<file path="config.mk">
export PLATFORM = sky130hd
export DESIGN_NAME = trb_ctrl
export DESIGN_NICKNAME = d
export VERILOG_FILES = /design/src/design/trb_pkg.sv /design/src/design/trb_ctrl.sv
export SDC_FILE = /design/constraint.sdc
export NUM_CORES = 1
export LEC_CHECK = 0
export BUFFER_PORTS_ARGS = -buffer_cell sky130_fd_sc_hd__buf_2
export CAP_MARGIN = 25
export CORE_AREA = 2 2 42 44
export CTS_CLUSTER_DIAMETER = 100
export CTS_CLUSTER_SIZE = 24
export DETAILED_ROUTE_END_ITERATION = 16
export DIE_AREA = 0 0 44 46
export PLACE_DENSITY = 0.75
export SYNTH_ARGS = -nofsm -noshare
export SYNTH_HDL_FRONTEND = slang
export SYNTH_SLANG_ARGS = --single-unit
</file>
<file path="constraint.sdc">
create_clock -name clk -period 2.1 [get_ports clk]
set_input_delay 0.21 -clock clk [delete_from_list [all_inputs] [get_ports clk]]
set_output_delay 0.21 -clock clk [all_outputs]
set_load 0.005 [all_outputs]
</file>
<file path="src/design/trb_pkg.sv">
// Shared types and constants for the triangle rasterizer.
package trb_pkg;

    localparam int MAX_WIDTH  = 1024;
    localparam int MAX_HEIGHT = 1024;

    localparam int DIM_W    = 11;  // screen size register width
    localparam int COORD_W  = 12;  // signed screen coordinate / difference
    localparam int EDGE_W   = 25;  // signed edge function value
    localparam int ATTR_W   = 17;  // signed attribute (depth or colour)
    localparam int ACC_W    = 44;  // weighted sum
    localparam int QUOT_W   = 17;  // quotient bits produced by the divider
    localparam int REM_W    = ACC_W - QUOT_W;
    localparam int CNT_W    = 5;
    localparam int NUM_LANES = 5;  // depth, B, G, R, A

    localparam logic [CNT_W-1:0] DIV_LAST = CNT_W'(QUOT_W);
    localparam logic [CNT_W-1:0] MAC_LAST = CNT_W'(2);

    localparam logic       OP_LOAD      = 1'b0;
    localparam logic       OP_STEP      = 1'b1;
    localparam logic [1:0] SLOT_INVALID = 2'd3;
    localparam logic       CFG_WIDTH    = 1'b0;
    localparam logic       CFG_HEIGHT   = 1'b1;

    typedef enum logic [3:0] {
        S_IDLE,
        S_MAP,
        S_STORE,
        S_SETUP_EDGE,
        S_SETUP_FIN,
        S_EDGE,
        S_MAC,
        S_DIV,
        S_EMIT
    } state_t;

    typedef struct packed {
        logic       capture;
        logic       map_en;
        logic       store_en;
        logic       edge_en;
        logic       edge_v2;
        logic       setup_en;
        logic       mac_en;
        logic       mac_first;
        logic [1:0] mac_idx;
        logic       div_start;
        logic       div_step;
        logic       emit_en;
    } cmd_t;

    typedef struct packed {
        logic scan_active;
        logic out_busy;
    } status_t;

endpackage

</file>
<file path="src/design/trb_ctrl.sv">
// Sequencer for vertex loads, scan setup and per-pixel interpolation.
module trb_ctrl
(
    input  logic             clk,
    input  logic             rst_n,
    input  logic             in_valid,
    input  logic             op,
    input  logic [1:0]       vertex_slot,
    output logic             in_ready,
    input  trb_pkg::status_t status,
    output trb_pkg::cmd_t    cmd
);
    import trb_pkg::*;

    state_t           state_reg, state_next;
    logic [CNT_W-1:0] cnt_reg, cnt_next;
    logic             accept;

    assign in_ready = (state_reg == S_IDLE);
    assign accept   = in_valid && in_ready;

    always_ff @(posedge clk or negedge rst_n)
    begin
        if (!rst_n)
        begin
            state_reg <= S_IDLE;
            cnt_reg   <= '0;
        end
        else
        begin
            state_reg <= state_next;
            cnt_reg   <= cnt_next;
        end
    end

    always_comb
    begin
        state_next = state_reg;
        cnt_next   = cnt_reg;
        case (state_reg)
            S_IDLE:
            begin
                cnt_next = '0;
                if (accept)
                begin
                    if (op == OP_LOAD)
                    begin
                        if (vertex_slot != SLOT_INVALID)
                            state_next = S_MAP;
                    end
                    else if (status.scan_active)
                        state_next = S_EDGE;
                    else
                        state_next = S_EMIT;
                end
            end
            S_MAP:        state_next = S_STORE;
            S_STORE:      state_next = S_SETUP_EDGE;
            S_SETUP_EDGE: state_next = S_SETUP_FIN;
            S_SETUP_FIN:  state_next = S_IDLE;
            S_EDGE:       state_next = S_MAC;
            S_MAC:
            begin
                if (cnt_reg == MAC_LAST)
                begin
                    cnt_next   = '0;
                    state_next = S_DIV;
                end
                else
                    cnt_next = cnt_reg + 1'b1;
            end
            S_DIV:
            begin
                if (cnt_reg == DIV_LAST)
                begin
                    cnt_next   = '0;
                    state_next = S_EMIT;
                end
                else
                    cnt_next = cnt_reg + 1'b1;
            end
            S_EMIT:
            begin
                if (!status.out_busy)
                    state_next = S_IDLE;
            end
            default:      state_next = S_IDLE;
        endcase
    end

    always_comb
    begin
        cmd = '0;
        case (state_reg)
            S_IDLE:       cmd.capture = accept;
            S_MAP:        cmd.map_en = 1'b1;
            S_STORE:      cmd.store_en = 1'b1;
            S_SETUP_EDGE:
            begin
                cmd.edge_en = 1'b1;
                cmd.edge_v2 = 1'b1;
            end
            S_SETUP_FIN:  cmd.setup_en = 1'b1;
            S_EDGE:       cmd.edge_en = 1'b1;
            S_MAC:
            begin
                cmd.mac_en    = 1'b1;
                cmd.mac_first = (cnt_reg == '0);
                cmd.mac_idx   = cnt_reg[1:0];
            end
            S_DIV:
            begin
                cmd.div_start = (cnt_reg == '0);
                cmd.div_step  = (cnt_reg != '0);
            end
            S_EMIT:       cmd.emit_en = !status.out_busy;
            default:      cmd = '0;
        endcase
    end

endmodule

</file>
# Word-level counts from Yosys, hierarchy flattened
# Index checks and enable logic that the tools add are counted.
word_totals:
  output_inout_bits: 14
  input_bits: 8
  word_cells: 47
  register_bits: 9
op_classes:
  n_addsub: 1
  reduce_logical: 8
  eq_ne: 16
  muxes: 20
op_table:
  columns: ["cell", "count"]
  rows:
  - ["4-bit 2-to-1 mux", 8]
  - ["4-bit one-hot mux with 8 select lines", 1]
  - ["4-bit by 3-bit == test with 1-bit output (second input constant)", 4]
  - ["5-bit one-hot mux with 3 select lines", 1]
  - ["5-bit 2-to-1 mux", 2]
  - ["4-bit by 2-bit == test with 1-bit output (second input constant)", 2]
  - ["2-bit inequality test (second input constant)", 4]
  - ["1-bit 2-to-1 mux", 7]
  - ["5-bit by 1-bit adder with 5-bit output (second input constant)", 1]
  - ["5-bit by 2-bit == test with 1-bit output (second input constant)", 1]
  - ["5-bit == test (second input constant)", 1]
  - ["5-bit zero test", 1]
  - ["5-bit AND reduction", 1]
  - ["5-bit nonzero test", 1]
  - ["4-bit by 1-bit == test with 1-bit output (second input constant)", 1]
  - ["4-bit == test (second input constant)", 1]
  - ["4-bit zero test", 1]
  - ["3-bit by 2-bit inequality test with 1-bit output (second input constant)", 1]
  - ["3-bit nonzero test", 1]
  - ["2-bit 2-to-1 mux", 1]
  - ["2-bit by 1-bit inequality test with 1-bit output (second input constant)", 1]
  - ["2-bit OR reduction", 1]
  - ["1-bit logical AND", 1]
  - ["1-bit zero test", 1]

# Depth between registers and ports, before layout
# Gate-level depths: netlist of run 1.
depth:
  depth_word: 5
  depth_mapped: 6
  ltp_nobuf: 6

# Least setup slack after synthesis of run 1
# OpenSTA, ideal clock, no wires.
synth_timing:
  path_type: "register to register"
  start: "reg cnt_reg[0]"
  end: "reg state_reg[2]"
  arrival_ns: 1.541
  path_stages_with_launch: 7
  required_ns: 1.975
  synth_period_minus_slack_ns: 1.666
  path_slack_ns: 0.434
  path_cell_list: "dfrtp_1 -> inv_1 -> ha_1 -> or4b_4 -> o2bb2ai_4 -> a211oi_2 -> a21oi_1"
synth_via:
  elab_chain_len: 3
  word_cells_on_any_way: 5
synth_rtl:
  columns: ["item", "line", "text"]
  rows:
  - ["start: declaration", "trb_ctrl.sv:16", "logic [CNT_W-1:0] cnt_reg, cnt_next;"]
  - ["start signal: assignment", "trb_ctrl.sv:32", "cnt_reg <= cnt_next;"]
  - ["5-bit == test / 5-bit by 2-bit == test with 1-bit output (equally long branches)", "trb_ctrl.sv:74, trb_ctrl.sv:64", null]
  - ["2-bit inequality test (no line)", null, null]
  - ["5-bit AND reduction (no line) *", null, null]
  - ["end signal: assignment", "trb_ctrl.sv:31", "state_reg <= state_next;"]
  - ["end: declaration", "trb_ctrl.sv:15", "state_t state_reg, state_next;"]
# Every way passes the cells marked *; elsewhere a longest branch is shown, timed or not.
# A chain may end at the register's enable or synchronous reset.

==> run_results.csv, run 1 <==
group,metric,value,unit
layout,n_antenna_cell,0,
sta,setup_violations,0,
logic_synthesis,ys_warn_count,0,
critical_path,slowest_delay,0.48,ns
logic_synthesis,syn_area_per_cell,9.27,µm²
floorplanning,dieHeight,46,µm
logic_synthesis,synth.distinct_cells,32,
layout,nets,116,
layout,utilization,55.0,%
pwr,leakage,0.427,nW
layout,largest_reg_flops,5,
sta,fin_tns_setup,0,ns
sta,worstMarginPinSlew,0.498,ns
routing,wl_per_cell,14.1,µm
logic_synthesis,syn-cell-area,751,µm²
grt,grt_pass1_wl,2890,µm
routing,vias,695,
grt,antenna_found_initial,0,
worst_hold_path,hp-class,"in -> reg",
sta,finalCritPeriodShare,90.7,%
routing,first_pass_iters,4,
run_status,outcome,"finished, final reports clean",
routing,remaining_drc_errors,0,
floorplanning,io_pins,22,
critical_path,critical_path.cell_chain,"buf_4 -> nor4b_2 -> nor2b_1 -> buf_2",
logic_synthesis,yosysSeqAreaShare,30.0,%
place,dpl.hpwl,1330,µm
clocking,clockBufferDepth,2,
clocking,cts_max_level,1,
place,pre_cts_ws,0.302,ns
logic_synthesis,synth-seq-cells,9,
logic_synthesis,synthTopCellsByArea,"dfrtp_1 30%, ha_1 6.7%, nand2_1 4.5%",
floorplanning,die_x,44,µm
sta,period_minus_slack,1.90,ns
layout,final_cell_mix,"21 x buf_2, 9 x nand2_1, 9 x dfrtp_1, 7 x nor2_1, 6 x o21ai_0",
grt,grt_usage,19.9,%
logic_synthesis,syn_nets,93,
pwr,peakVddDrop,0.623,mV
sta,finalHoldViolCount,0,
critical_path,worstSetupStartpointType,"flop",
clocking,clk_pin_slew,0.06,ns
grt,grt_max_degree,13,
logic_synthesis,synth_largest_area_cell,"dfrtp_1",
clocking,clkSinkCount,9,
critical_path,worstPathMaxFanout,8,
floorplanning,std_cell_rows,15,
sta,max_freq,525,MHz
clocking,cts_buffers,3,
floorplanning,initial_core_util,46.5,%
routing,drtIter0Drc,8,
grt,grt_pass1_vias,649,
routing,vias_per_cell,5.79,
pwr,power_density,1370,nW/µm²
routing,drt-total-wl,1700,µm
place,place_congestion,0.743,
clocking,clk_latency,0.27,ns
layout,final_common_cell,"buf_2",
floorplanning,die_area,2020,µm²
sta,rsz0062_at_grt,"no",
clocking,cts_resized,0,
layout,final_area,888,µm²
critical_path,critPathCaptureType,"output pin",
clocking,cts-root-buf,"clkbuf_4",
layout,final_layout_size_suffix_gt1_share,33.0,%
clocking,tritoncts,"built",
critical_path,setup.worst_path.class,"reg -> out",
sta,fin_skew,0.00333,ns
job,max_cap_violations,0,
sta,hold_ws,0.204,ns
logic_synthesis,synth_cells,81,
critical_path,cp_data_arrival_time,1.69,ns
sta,slew_headroom,66.8,%
critical_path,cp_data_required_time,1.89,ns
grt,overflow,0,
place,place_area,852,µm²
critical_path,slowest_stage,"dfrtp_1",
sta,slew_viol_final,0,
layout,area_delta_synth_final,18.3,%
place,portBuffers,21,
logic_synthesis,synth.top_cell.area_share,30.0,%
sta,timing.final.ws_setup,0.196,ns
floorplanning,core-area,1610,µm²
routing,ant_nets,0,
==> Yosys cell counts, drive strengths merged <==
| cell | instances |
|---|---|
| dfrtp | 9 |
| nand2 | 9 |
| nor2 | 7 |
| o21ai | 6 |
| buf | 5 |
| a21oi | 4 |
| ha | 4 |
| a31oi | 3 |
| and2 | 3 |
| inv | 3 |
| xnor2 | 3 |
| and3 | 2 |
| and4bb | 2 |
| nand3 | 2 |
| nor2b | 2 |
| nor3 | 2 |
| nor4b | 2 |
| o31ai | 2 |
| a211oi | 1 |
| a21boi | 1 |
| a22o | 1 |
| a41oi | 1 |
| nand2b | 1 |
| nand4b | 1 |
| nor3b | 1 |
| nor4 | 1 |
| o2bb2ai | 1 |
| or2 | 1 |
| or4b | 1 |
==> final cells by class <==
type,count,area (µm²)
fill,159,726
sequential,9,225
clock buffer,4,26.3
multi-input combinational,64,482
tap,17,21.3
inverter,3,11.3
timing repair buffer,23,123
==> power breakdown <==
part           internal [mW]  leakage, nW  total [mW]  switching (mW)
Clock                 0.0736       0.0150       0.139          0.0658
Sequential             0.240        0.118       0.413           0.173
Combinational          0.328        0.294       0.665           0.337
==> critical path, delay by kind of cell (launching register included) <==
kind                   cells  cell delay, ns
buffers and inverters      2            0.34
flip-flops                 1            0.48
AND/OR/NAND/NOR            2            0.61
==> worst paths after layout <==
kind / to / from / cells after the start / slack (ns)
max in group asynchronous: state_reg[1]$_DFFE_PN0P_ / rst_n / 2 / 1.61
setup reg to reg: cnt_reg[3]$_DFFE_PN0P_ / cnt_reg[0]$_DFFE_PN0P_ / 6 / 0.30
min in group asynchronous: state_reg[3]$_DFFE_PN0P_ / rst_n / 2 / 0.32
setup / recovery: cmd[0] / state_reg[1]$_DFFE_PN0P_ / 4 / 0.20
hold / removal: state_reg[3]$_DFFE_PN0P_ / status[0] / 3 / 0.20
hold reg to reg: cnt_reg[3]$_DFFE_PN0P_ / cnt_reg[3]$_DFFE_PN0P_ / 1 / 0.58
==> timing repair <==
item,4_1_cts,5_1_grt
endpoints found under the setup margin,0,0
hold buffers,1,0
buffers inserted,0,0
hold endpoints to repair,9,0
==> cell families (layout without fill, tap and decap cells) <==
| family | after synthesis | after routing | synth area share (%) |
|---|---|---|---|
| AOI/OAI and AO/OA | 20 | 20 | 19.8 |
| xor gates and xnor gates | 3 | 3 | 3.50 |
| adders and majority gates | 4 | 4 | 6.67 |
| buffers and inverters | 8 | 30 | 5.83 |
| DFF | 9 | 9 | 30.0 |
| and+or+nand+nor | 37 | 37 | 34.2 |
==> layer usage <==
metal	global-route usage [%]	wire length [µm]
met1	22.6	706
met2	35.0	853
met3	2.78	92
met4	12.1	44
met5	0	0
==> through the flow <==
stage,std cells,power [mW]
floorplan,81,0.900
global placement,115,1.04
detailed placement,115,1.08
CTS,120,1.22
global route,120,1.32
finish,120,1.22
Power figures use the tool's default switching activity.
==> run 2, diff against run 1 <==
==> constraint.sdc (replaced) <==
create_clock -name clk -period 2.1 [get_ports clk]
set_input_delay 0.42 -clock clk [delete_from_list [all_inputs] [get_ports clk]]
set_output_delay 0.42 -clock clk [all_outputs]
set_load 0.005 [all_outputs]
==> run_results.csv, run 2 (same netlist as run 1, synthesis figures left out) <==
group,metric,value,unit
run_status,outcome,"finished with violations",
run_status,violations,"negative hold slack",
sta,hold_ws,-0.00427,ns
sta,finalCritPeriodShare,93.3,%
routing,vias_per_cell,5.73,
worst_hold_path,hp-class,"in -> async",
critical_path,r2r_start,"cnt_reg[0]$_DFFE_PN0P_",
layout,final_cell_mix,"21 x buf_2, 9 x nand2_1, 9 x dfrtp_1, 7 x nor2_1, 6 x o21ai_0",
routing,remaining_drc_errors,0,
floorplanning,std_cell_rows,15,
layout,final_common_cell,"buf_2",
critical_path,slowest_stage,"dfrtp_1",
sta,max_freq,510,MHz
clocking,postCtsSetupRepairBufs,0,
grt,antenna_found_initial,0,
routing,wl_per_cell,13.6,µm
layout,largest_reg_flops,5,
critical_path,setup.worst_path.class,"reg -> out",
critical_path,slowest_delay,0.54,ns
sta,setup_violations,0,
sta,timing.final.ws_setup,0.140,ns
sta,fin_skew,0.00103,ns
grt,overflow,0,
layout,n_antenna_cell,0,
place,place_congestion,0.736,
pwr,peakVddDrop,0.650,mV
critical_path,cp_data_required_time,1.68,ns
floorplanning,io_pins,22,
layout,nets,119,
place,dpl.hpwl,1390,µm
grt,grt_max_degree,11,
grt,grt_pass1_wl,2810,µm
clocking,cts_max_level,1,
sta,slew_viol_final,0,
floorplanning,dieHeight,46,µm
layout,final_layout_size_suffix_gt1_share,35.8,%
routing,first_pass_iters,4,
sta,finalHoldViolCount,9,
pwr,leakage,0.444,nW
pwr,finalPower,1.26,mW
routing,vias,705,
clocking,clkSinkCount,9,
critical_path,critPathCaptureType,"output pin",
clocking,holdBufCountCts,0,
floorplanning,die_area,2020,µm²
job,max_cap_violations,0,
critical_path,worstSetupStartpointType,"flop",
clocking,cts-root-buf,"clkbuf_4",
floorplanning,core-area,1610,µm²
critical_path,r2r_end,"cnt_reg[3]$_DFFE_PN0P_",
sta,rsz0062_at_grt,"no",
critical_path,crit_end,"cmd[5]",
sta,slew_headroom,77.0,%
critical_path,r2r_slack,0.29,ns
critical_path,crit_start,"state_reg[1]$_DFFE_PN0P_",
pwr,power_density,1390,nW/µm²
grt,grt_usage,19.3,%
sta,period_minus_slack,1.96,ns
place,portBuffers,21,
routing,ant_nets,0,
sta,worstMarginPinSlew,0.346,ns
clocking,clockBufferDepth,2,
floorplanning,die_x,44,µm
critical_path,worstPathMaxFanout,8,
routing,drt-total-wl,1680,µm
clocking,clk_latency,0.26,ns
critical_path,cp_data_arrival_time,1.54,ns
clocking,cts_buffers,3,
routing,drtIter0Drc,11,
grt,grt_pass1_vias,629,
critical_path,critical_path.cell_chain,"and4bb_1 -> and3_1 -> buf_2",
clocking,clk_pin_slew,0.06,ns
clocking,cts_resized,0,
place,pre_cts_ws,0.302,ns
floorplanning,initial_core_util,46.5,%
clocking,tritoncts,"built",
sta,fin_tns_setup,0,ns
layout,area_delta_synth_final,21.0,%
critical_path,worstRegToRegCells,6,
==> run 2: how the worst min path moves through the flow <==
stage,start,cells after the start,endpoint,slack [ns]
after global routing,rst_n,1,cnt_reg[2]$_DFFE_PN0P_,0.02
after CTS,rst_n,1,state_reg[1]$_DFFE_PN0P_,0.003
after detailed placement,rst_n,1,state_reg[1]$_DFFE_PN0P_,0.28
final,rst_n,1,state_reg[1]$_DFFE_PN0P_,-0.004
after global placement,rst_n,1,state_reg[1]$_DFFE_PN0P_,0.28
after floorplan,rst_n,0,cnt_reg[0]$_DFFE_PN0P_,0.12
==> run 2: final cells by class <==
class                      count  area [µm²]
sequential                     9         225
fill                         159         706
timing repair buffer          26         143
multi-input combinational     64         482
inverter                       3        11.3
clock buffer                   4        26.3
tap                           17        21.3
==> run 2: critical path, delay by kind of cell, from the launching register on <==
kind / cells / cell delay (ns)
buffers and inverters: 1 / 0.11
flip-flops: 1 / 0.54
AND/OR/NAND/NOR: 2 / 0.62
==> run 2: per-stage QoR <==
step                      hold WS, ns  util (%)  std cells  area [µm²]
after floorplan                 0.124         -         81         751
after global placement          0.283      54.7        119         882
after detailed placement        0.283      54.7        119         882
after CTS                     0.00293      56.3        123         908
after global routing           0.0155      56.3        123         908
final                        -0.00427      56.3        123         908
==> run 2: layer usage <==
| metal | part of all wire (%) | routed length [µm] | vias up | GRT usage [%] |
|---|---|---|---|---|
| li1 | - | - | 340 | - |
| met1 | 41 | 691 | 338 | 22.5 |
| met2 | 52 | 873 | 21 | 32.9 |
| met3 | 5.6 | 94 | 6 | 3.57 |
| met4 | 1.1 | 19 | 0 | 11.5 |
| met5 | 0 | 0 | - | 0 |
==> run 2: where the power goes <==
part           switching, mW  total (mW)  internal [mW]
Combinational          0.404       0.767          0.363
Clock                 0.0629       0.136         0.0734
Sequential             0.115       0.356          0.241
